===== config.mk =====
export PLATFORM = sky130hd
export DESIGN_NAME = servo_command_frame_decoder
export DESIGN_NICKNAME = d
export VERILOG_FILES = /design/src/hdl/scfd_pkg.sv /design/src/hdl/scfd_queue.sv /design/src/hdl/scfd_front.sv /design/src/hdl/scfd_back.sv /design/src/hdl/servo_command_frame_decoder.sv
export SDC_FILE = /design/constraint.sdc
export NUM_CORES = 1
export LEC_CHECK = 0
export ABC_AREA = 1
export BUFFER_PORTS_ARGS = -buffer_cell sky130_fd_sc_hd__buf_4
export CELL_PAD_IN_SITES_DETAIL_PLACEMENT = 1
export CELL_PAD_IN_SITES_GLOBAL_PLACEMENT = 1
export CORE_MARGIN = 2
export CORE_UTILIZATION = 44
export DETAILED_ROUTE_END_ITERATION = 16
export PLACE_DENSITY_LB_ADDON = 0.1
export SYNTH_ARGS = -nofsm -noshare
export SYNTH_HDL_FRONTEND = slang
export SYNTH_SLANG_ARGS = --single-unit

===== constraint.sdc =====
create_clock -name clk_i -period 3 [get_ports clk_i]
set_input_delay 0.45 -clock clk_i [delete_from_list [all_inputs] [get_ports clk_i]]
set_output_delay 0.45 -clock clk_i [all_outputs]
set_load 0.1 [all_outputs]

===== src/hdl/scfd_pkg.sv =====
package scfd_pkg;

  localparam int unsigned MaxChannels = 4;
  localparam int unsigned NumChannels = 4;
  localparam int unsigned ChW         = $clog2(MaxChannels);
  localparam int unsigned DutyW       = 10;
  localparam int unsigned ByteW       = 8;
  localparam int unsigned CountW      = 8;
  localparam int unsigned DevIdW      = 2;
  localparam int unsigned CfgIdxW     = 3;
  localparam int unsigned CfgDataW    = 10;
  localparam int unsigned QueueDepth  = 2;
  localparam int unsigned QueuePtrW   = $clog2(QueueDepth);
  localparam int unsigned QueueCntW   = $clog2(QueueDepth + 1);

  // First-byte layout
  localparam int unsigned HdrFlagBit  = 7;
  localparam int unsigned HdrIdHi     = 6;
  localparam int unsigned HdrIdLo     = 5;
  localparam int unsigned HdrChHi     = 4;
  localparam int unsigned HdrChLo     = 3;
  localparam int unsigned HdrValBit   = 0;

  typedef enum logic [CfgIdxW-1:0] {
    RegDeviceId     = 3'd0,
    RegLockEnable   = 3'd1,
    RegDutyMin      = 3'd2,
    RegDutyMax      = 3'd3,
    RegTimeoutTicks = 3'd4
  } reg_idx_e;

  typedef enum logic {
    OpByte = 1'b0,
    OpTick = 1'b1
  } op_e;

  typedef enum logic [1:0] {
    CmdNone = 2'd0,
    CmdSet  = 2'd1,
    CmdTick = 2'd2
  } cmd_kind_e;

  typedef struct packed {
    cmd_kind_e        kind;
    logic [ChW-1:0]   ch;
    logic [ByteW-1:0] value;
  } cmd_t;

  typedef struct packed {
    logic [DevIdW-1:0] device_id;
    logic              lock_enable;
    logic [DutyW-1:0]  duty_min;
    logic [DutyW-1:0]  duty_max;
    logic [CountW-1:0] timeout_ticks;
  } cfg_t;

  typedef logic [MaxChannels-1:0][DutyW-1:0] duty_vec_t;

  function automatic logic [DutyW-1:0] clamp_duty(logic [DutyW-1:0] v, cfg_t cfg);
    logic [DutyW-1:0] r;
    r = v;
    if (cfg.lock_enable) begin
      if (v < cfg.duty_min) begin
        r = cfg.duty_min;
      end else if (v > cfg.duty_max) begin
        r = cfg.duty_max;
      end
    end
    return r;
  endfunction

endpackage


===== src/hdl/scfd_queue.sv =====
module scfd_queue (
  input  logic             clk_i,
  input  logic             rst_ni,
  input  logic             push_i,
  input  scfd_pkg::cmd_t   push_cmd_i,
  output logic             full_o,
  input  logic             pop_i,
  output logic             empty_o,
  output scfd_pkg::cmd_t   pop_cmd_o
);

  scfd_pkg::cmd_t                       mem_q [scfd_pkg::QueueDepth];
  logic [scfd_pkg::QueuePtrW-1:0]       wr_ptr_q, wr_ptr_d;
  logic [scfd_pkg::QueuePtrW-1:0]       rd_ptr_q, rd_ptr_d;
  logic [scfd_pkg::QueueCntW-1:0]       count_q, count_d;

  assign full_o    = (count_q == scfd_pkg::QueueCntW'(scfd_pkg::QueueDepth));
  assign empty_o   = (count_q == '0);
  assign pop_cmd_o = mem_q[rd_ptr_q];

  always_comb begin
    wr_ptr_d = wr_ptr_q;
    rd_ptr_d = rd_ptr_q;
    count_d  = count_q;
    if (push_i) begin
      wr_ptr_d = (wr_ptr_q == scfd_pkg::QueuePtrW'(scfd_pkg::QueueDepth - 1)) ? '0
                                                                               : wr_ptr_q + 1'b1;
    end
    if (pop_i) begin
      rd_ptr_d = (rd_ptr_q == scfd_pkg::QueuePtrW'(scfd_pkg::QueueDepth - 1)) ? '0
                                                                               : rd_ptr_q + 1'b1;
    end
    if (push_i && !pop_i) begin
      count_d = count_q + 1'b1;
    end else if (pop_i && !push_i) begin
      count_d = count_q - 1'b1;
    end
  end

  always_ff @(posedge clk_i or negedge rst_ni) begin
    if (!rst_ni) begin
      wr_ptr_q <= '0;
      rd_ptr_q <= '0;
      count_q  <= '0;
    end else begin
      wr_ptr_q <= wr_ptr_d;
      rd_ptr_q <= rd_ptr_d;
      count_q  <= count_d;
    end
  end

  always_ff @(posedge clk_i) begin
    if (push_i) begin
      mem_q[wr_ptr_q] <= push_cmd_i;
    end
  end

endmodule


===== src/hdl/scfd_front.sv =====
module scfd_front (
  input  logic                          clk_i,
  input  logic                          rst_ni,
  input  scfd_pkg::cfg_t                cfg_i,
  input  logic                          in_valid_i,
  output logic                          in_ready_o,
  input  logic                          in_op_i,
  input  logic [scfd_pkg::ByteW-1:0]    in_byte_i,
  output logic                          push_o,
  output scfd_pkg::cmd_t                cmd_o,
  input  logic                          full_i
);

  logic                       have_first_q, have_first_d;
  logic [scfd_pkg::ByteW-1:0] first_byte_q, first_byte_d;
  logic [scfd_pkg::ChW-1:0]   ch;

  assign in_ready_o = !full_i;
  assign push_o     = in_valid_i && !full_i;
  assign ch         = first_byte_q[scfd_pkg::HdrChHi:scfd_pkg::HdrChLo];

  // Classify the beat; every beat yields exactly one command.
  always_comb begin
    have_first_d = have_first_q;
    first_byte_d = first_byte_q;
    cmd_o.kind   = scfd_pkg::CmdNone;
    cmd_o.ch     = ch;
    cmd_o.value  = {first_byte_q[scfd_pkg::HdrValBit], in_byte_i[scfd_pkg::ByteW-2:0]};
    if (scfd_pkg::op_e'(in_op_i) == scfd_pkg::OpTick) begin
      cmd_o.kind = scfd_pkg::CmdTick;
    end else if (!have_first_q) begin
      if (in_byte_i[scfd_pkg::HdrFlagBit] &&
          in_byte_i[scfd_pkg::HdrIdHi:scfd_pkg::HdrIdLo] == cfg_i.device_id) begin
        have_first_d = 1'b1;
        first_byte_d = in_byte_i;
      end
    end else begin
      // Frame addressing a missing channel is consumed without effect.
      if (int'(ch) < scfd_pkg::NumChannels) begin
        cmd_o.kind = scfd_pkg::CmdSet;
      end
      have_first_d = 1'b0;
    end
  end

  always_ff @(posedge clk_i or negedge rst_ni) begin
    if (!rst_ni) begin
      have_first_q <= 1'b0;
      first_byte_q <= '0;
    end else if (push_o) begin
      have_first_q <= have_first_d;
      first_byte_q <= first_byte_d;
    end
  end

endmodule


===== src/hdl/scfd_back.sv =====
module scfd_back (
  input  logic                 clk_i,
  input  logic                 rst_ni,
  input  scfd_pkg::cfg_t       cfg_i,
  input  logic                 empty_i,
  input  scfd_pkg::cmd_t       cmd_i,
  output logic                 pop_o,
  output logic                 out_valid_o,
  input  logic                 out_ready_i,
  output scfd_pkg::duty_vec_t  out_duty_o,
  output logic                 out_done_o,
  output logic                 out_timeout_o
);

  scfd_pkg::duty_vec_t           duties_q, duties_d;
  logic [scfd_pkg::CountW-1:0]   count_q, count_d;
  logic [scfd_pkg::CountW:0]     count_inc;
  logic                          done_d, tout_d;
  logic                          done_q, tout_q;
  logic                          valid_q;

  // Duties only change on a pop, which also reloads the output slot, so the
  // duty registers double as the output payload.
  assign pop_o         = !empty_i && (!valid_q || out_ready_i);
  assign out_valid_o   = valid_q;
  assign out_duty_o    = duties_q;
  assign out_done_o    = done_q;
  assign out_timeout_o = tout_q;
  assign count_inc     = {1'b0, count_q} + 1'b1;

  always_comb begin
    duties_d = duties_q;
    count_d  = count_q;
    done_d   = 1'b0;
    tout_d   = 1'b0;
    unique case (cmd_i.kind)
      scfd_pkg::CmdSet: begin
        duties_d[cmd_i.ch] = scfd_pkg::clamp_duty(scfd_pkg::DutyW'(cmd_i.value), cfg_i);
        done_d             = 1'b1;
      end
      scfd_pkg::CmdTick: begin
        if (count_inc >= {1'b0, cfg_i.timeout_ticks}) begin
          for (int i = 0; i < scfd_pkg::NumChannels; i++) begin
            duties_d[i] = scfd_pkg::clamp_duty('0, cfg_i);
          end
          count_d = '0;
          tout_d  = 1'b1;
        end else begin
          count_d = count_inc[scfd_pkg::CountW-1:0];
        end
      end
      default: begin
      end
    endcase
  end

  always_ff @(posedge clk_i or negedge rst_ni) begin
    if (!rst_ni) begin
      duties_q <= '0;
      count_q  <= '0;
      done_q   <= 1'b0;
      tout_q   <= 1'b0;
      valid_q  <= 1'b0;
    end else begin
      if (pop_o) begin
        duties_q <= duties_d;
        count_q  <= count_d;
        done_q   <= done_d;
        tout_q   <= tout_d;
        valid_q  <= 1'b1;
      end else if (out_ready_i) begin
        valid_q  <= 1'b0;
      end
    end
  end

endmodule


===== src/hdl/servo_command_frame_decoder.sv =====
// Servo command frame decoder.
// Input stream: one beat per serial byte or timer tick. s_axis_tuser[0] is
// the kind (0 byte, 1 tick); s_axis_tdata carries the byte, ignored on ticks.
// A command frame is two bytes: a header (bit 7 set, bits 6:5 = device id,
// bits 4:3 channel, bit 0 duty bit 7) and a data byte (bits 6:0 = duty 6:0).
// Output stream: exactly one beat per input beat, carrying all four channel
// duties after that beat, plus flags: frame_done (a frame updated a channel)
// and timed_out (the tick count reached timeout_ticks, all duties set off).
// Configuration: write port cfg_valid_i/cfg_index_i/cfg_data_i, always ready;
// write only while no beat is in flight. Out-of-range indices are ignored.
// The command queue holds each beat until the execute stage, which owns the
// duty registers, pops it and loads its result into the output slot, which
// offers it until taken. Throughput: one beat per cycle while the output is
// not stalled; the two-entry command queue between the classifier and the
// execute stage plus the output slot absorb three beats while the output is
// stalled. When m_axis_tready is low, the output beat holds, the queue fills
// and s_axis_tready drops once both entries are taken.
// Reset: registers return to their defaults (device id 0, lock off, min 0,
// max 1023, timeout 255), duties and the tick count clear, no header pending.
module servo_command_frame_decoder (
  input  logic        clk_i,
  input  logic        rst_ni,
  input  logic        s_axis_tvalid,
  output logic        s_axis_tready,
  input  logic [7:0]  s_axis_tdata,   // [7:0] byte_value
  input  logic [0:0]  s_axis_tuser,   // [0] op
  output logic        m_axis_tvalid,
  input  logic        m_axis_tready,
  output logic [39:0] m_axis_tdata,   // [9:0] duty_ch0, [19:10] duty_ch1,
                                      // [29:20] duty_ch2, [39:30] duty_ch3
  output logic [1:0]  m_axis_tuser,   // [0] frame_done, [1] timed_out
  input  logic        cfg_valid_i,
  output logic        cfg_ready_o,
  input  logic [scfd_pkg::CfgIdxW-1:0]  cfg_index_i,
  input  logic [scfd_pkg::CfgDataW-1:0] cfg_data_i
);

  scfd_pkg::cfg_t      cfg_q;
  logic                push, full, pop, empty;
  scfd_pkg::cmd_t      push_cmd, pop_cmd;
  scfd_pkg::duty_vec_t duties;
  logic                done, tout;

  assign cfg_ready_o = 1'b1;

  // Configuration registers; masked to their widths.
  always_ff @(posedge clk_i or negedge rst_ni) begin
    if (!rst_ni) begin
      cfg_q.device_id     <= '0;
      cfg_q.lock_enable   <= 1'b0;
      cfg_q.duty_min      <= '0;
      cfg_q.duty_max      <= '1;
      cfg_q.timeout_ticks <= '1;
    end else if (cfg_valid_i) begin
      unique case (scfd_pkg::reg_idx_e'(cfg_index_i))
        scfd_pkg::RegDeviceId:     cfg_q.device_id     <= cfg_data_i[scfd_pkg::DevIdW-1:0];
        scfd_pkg::RegLockEnable:   cfg_q.lock_enable   <= cfg_data_i[0];
        scfd_pkg::RegDutyMin:      cfg_q.duty_min      <= cfg_data_i[scfd_pkg::DutyW-1:0];
        scfd_pkg::RegDutyMax:      cfg_q.duty_max      <= cfg_data_i[scfd_pkg::DutyW-1:0];
        scfd_pkg::RegTimeoutTicks: cfg_q.timeout_ticks <= cfg_data_i[scfd_pkg::CountW-1:0];
        default: begin
        end
      endcase
    end
  end

  // Front: classify bytes into commands, track the pending header.
  scfd_front u_front (
    .clk_i      (clk_i),
    .rst_ni     (rst_ni),
    .cfg_i      (cfg_q),
    .in_valid_i (s_axis_tvalid),
    .in_ready_o (s_axis_tready),
    .in_op_i    (s_axis_tuser[0]),
    .in_byte_i  (s_axis_tdata),
    .push_o     (push),
    .cmd_o      (push_cmd),
    .full_i     (full)
  );

  // Decouple classification from execution.
  scfd_queue u_queue (
    .clk_i      (clk_i),
    .rst_ni     (rst_ni),
    .push_i     (push),
    .push_cmd_i (push_cmd),
    .full_o     (full),
    .pop_i      (pop),
    .empty_o    (empty),
    .pop_cmd_o  (pop_cmd)
  );

  // Back: apply clamps, run the timeout counter, hold the output beat.
  scfd_back u_back (
    .clk_i         (clk_i),
    .rst_ni        (rst_ni),
    .cfg_i         (cfg_q),
    .empty_i       (empty),
    .cmd_i         (pop_cmd),
    .pop_o         (pop),
    .out_valid_o   (m_axis_tvalid),
    .out_ready_i   (m_axis_tready),
    .out_duty_o    (duties),
    .out_done_o    (done),
    .out_timeout_o (tout)
  );

  assign m_axis_tdata = duties;
  assign m_axis_tuser = {tout, done};

  // A beat never carries both a frame completion and a timeout.
  assert property (@(posedge clk_i) disable iff (!rst_ni)
    m_axis_tvalid |-> !(m_axis_tuser[0] && m_axis_tuser[1]))
    else $error("frame_done and timed_out set together");

  // A timeout beat shows every channel at the same off duty.
  assert property (@(posedge clk_i) disable iff (!rst_ni)
    (m_axis_tvalid && m_axis_tuser[1]) |->
      (duties[0] == duties[1] && duties[1] == duties[2] && duties[2] == duties[3]))
    else $error("timeout left channels with differing duties");

  // A pop never happens on an empty queue, and a push never on a full one.
  assert property (@(posedge clk_i) disable iff (!rst_ni)
    !(pop && empty) && !(push && full))
    else $error("command queue overrun or underrun");

endmodule


==> flow_metrics.tcl <==
set metrics [dict create \
    status "complete, no violations" \
    drv_cap 0 \
    hold_viol 0 \
    clock_sinks 114 \
    vias 5189 \
    async_flop_share_pct 78.9 \
    fill_cells 1610 \
    r2r-end "u_back.out_duty_o[6]" \
    wl_per_cell_um 17.8 \
    clockBufferDepth 2 \
    ys_seq_elements 114 \
    fp.dieH_um 121 \
    worst_pin_slew_ps 1100 \
    r2r_slack_ps 180 \
    io_buffers 70 \
    yosys.area.top_type "dfrtp_1" \
    final-setup-viol-count 0 \
    synth_common_cells "229 x nand2_1, 82 x nand3_1, 78 x inv_1" \
    clk_pin_slew_ps 60 \
    drtIter0Drc 229 \
    overflow 0 \
    root_buffer "clkbuf_16" \
    ant_nets 0 \
    start_util_pct 45.3 \
    syn_to_final_growth_pct 24.9 \
    htree_levels 4 \
    dp.cells 956 \
    fin_util_pct 56.6 \
    diodes 0 \
    yosys-top-cells-area "dfrtp_1 30%, nand2_1 14%, edfxtp_1 12%, dfstp_2 7.8%, nand3_1 6.8%" \
    synth_cell_type_count 39 \
    dieWidth_um 121 \
    layout-drive-gt1-share_pct 24.1 \
    core_um2 13300 \
    r2r-start "u_queue.rd_ptr_q" \
    synth-edff-count 24 \
    dieArea_um2 14600 \
    hold_path.class "primary input to async pin" \
    clk_latency_ps 420 \
    synthFlopType "dfrtp_1" \
    rows 42 \
    yosysWarnings 0 \
    slew_violations 0 \
    numCtsBuffers 17 \
    fin_skew_ps 7.88 \
    nets 853 \
    route.detailed.drc 0 \
    fmax_mhz 355 \
    cp.required_ps 3310 \
    io_pins 72 \
    slew_headroom_pct 26.3 \
    final_cells 990 \
    firstDrtPassIters 4 \
    critPathArrivalTime_ps 3130 \
    via_per_inst 5.24 \
    syn_avg_cell_area_um2 8.39 \
    synthCells 718 \
    r2r_cells 19 \
    grt.total_usage_pct 25.4 \
    whs_ps 24.2 \
    dpl.hpwl_um 12700 \
    grt_max_degree 51 \
    min_period_over_period_pct 94.0 \
    cts_hold_buffers 0 \
    cp_max_fo 11 \
    synth_nets 770 \
    endpoint_kind "flip-flop" \
    fin_crit_ps 2820 \
    antenna_found_initial 0 \
    grt_pass1_vias 5619 \
    grt_pass1_wl_um 28400 \
    drt_wl_total_um 17600 \
    tritoncts "done" \
    netlist_area_um2 6030 \
    place_congestion 0.884 \
    crit_type "flip-flop to flip-flop" \
    ys_seq_area_share_pct 49.7 \
    start_kind "flip-flop" \
    yosys.area.top_type_share_pct 29.9 \
    yosysMostFrequentCell "nand2_1" \
]
-- sequential cells by signal (all words and copies together), names as in the netlist --
signal	count
u_front.have_first_q	1
u_back.out_valid_o	1
u_front.first_byte_q	3
u_queue.wr_ptr_q	1
u_back.out_duty_o	40
u_back.out_done_o	1
u_queue.count_q	2
u_back.count_q	8
cfg_q	31
u_queue.mem_q	24
u_queue.rd_ptr_q	1
u_back.out_timeout_o	1
-- stage by stage --
stage	area [um^2]	TNS [ps]	worst slack (ps)
after floorplan	6030	0	485
after global placement	6750	0	101
after detailed placement	6750	0	25.3
after CTS	7370	0	23.7
after global routing	7530	-42.6	-25.4
final	7530	0	180
-- cells in the final DEF, fill, tap and decap left out, types with 5 or more instances in the layout --
cell type / netlist / final
a21oi_1: 7 / 7
buf_4: 7 / 81
clkbuf_16: 0 / 17
clkinv_2: 0 / 5
dfrtp_1: 72 / 72
dfstp_2: 18 / 18
edfxtp_1: 24 / 24
ha_1: 25 / 24
inv_1: 78 / 78
inv_2: 6 / 6
nand2_1: 229 / 228
nand2_2: 13 / 9
nand2_4: 6 / 10
nand3_1: 82 / 76
nand3_2: 0 / 6
nor2_1: 19 / 16
nor2_4: 5 / 5
o21ai_0: 57 / 55
o21ai_1: 10 / 10
or2_2: 7 / 7
xor2_1: 8 / 8
-- cell families (layout without fill, tap and decap cells) --
group | Yosys count | count (layout) | share of synthesized area [%]
AOI/OAI and AO/OA | 85 | 85 | 7.74
other | 1 | 1 | 0.0622
muxes | 4 | 4 | 0.727
DFF | 114 | 114 | 49.7
adders and majority gates | 25 | 25 | 5.19
xor gates and xnor gates | 10 | 10 | 1.45
and+or+nand+nor | 376 | 377 | 28.0
buffers and inverters | 103 | 198 | 7.14
-- layer usage --
metal | global-route usage [%] | wire length (um) | up-vias
met5 | 0 | 0 | -
met4 | 10.5 | 408 | 0
met3 | 4.14 | 605 | 32
met2 | 43.9 | 8820 | 100
met1 | 31.3 | 7750 | 2570
li1 | - | - | 2487
-- worst max path at each step --
stage / start / to / slack [ps]
6_report: u_queue.rd_ptr_q / u_back.out_duty_o[6] / 180
5_1_grt: u_queue.rd_ptr_q / u_back.out_duty_o[6] / -30
4_1_cts: u_queue.rd_ptr_q / u_back.out_duty_o[7] / 20
3_5_place_dp: u_queue.rd_ptr_q / u_back.out_duty_o[7] / 30
3_3_place_gp: u_queue.rd_ptr_q / u_back.out_duty_o[7] / 100
2_1_floorplan: u_queue.rd_ptr_q / u_back.out_duty_o[26] / 490
-- layout make-up --
| cell class | instances | area (um^2) | share of cell area, % |
|---|---|---|---|
| flip-flops and latches | 114 | 3000 | 39.8 |
| inverters | 84 | 315 | 4.19 |
| well taps | 176 | 220 | 2.93 |
| multi-input cells | 502 | 2750 | 36.6 |
| clock inverters | 10 | 131 | 1.75 |
| clock buffers | 22 | 484 | 6.43 |
| repair buffers | 82 | 628 | 8.34 |
-- repair_timing --
action                                  4_1_cts  5_1_grt
pin swaps                                     0        1
endpoints found under the setup margin       21       40
buffers inserted                              0        1
resized for setup                             2       26
cloned                                        0        1
-- worst max-delay path, stage by stage (launching register included) --
cell	delay, ps
dfrtp_1	360
inv_2	90
or2_2	290
o21ai_2	70
buf_4	150
inv_1	100
ha_4	290
nand2_1	70
inv_1	100
nand3_1	140
nor2_2	180
nand2_4	80
nand2_4	120
nand2_2	100
nand2_8	110
nand2_2	110
nand3_1	100
nand2_1	100
nand2_1	80
nand2_1	50
Power is left out: the tool's default activity adds up to more than one toggle a clock period on the data nets, which glitch-free logic cannot reach.
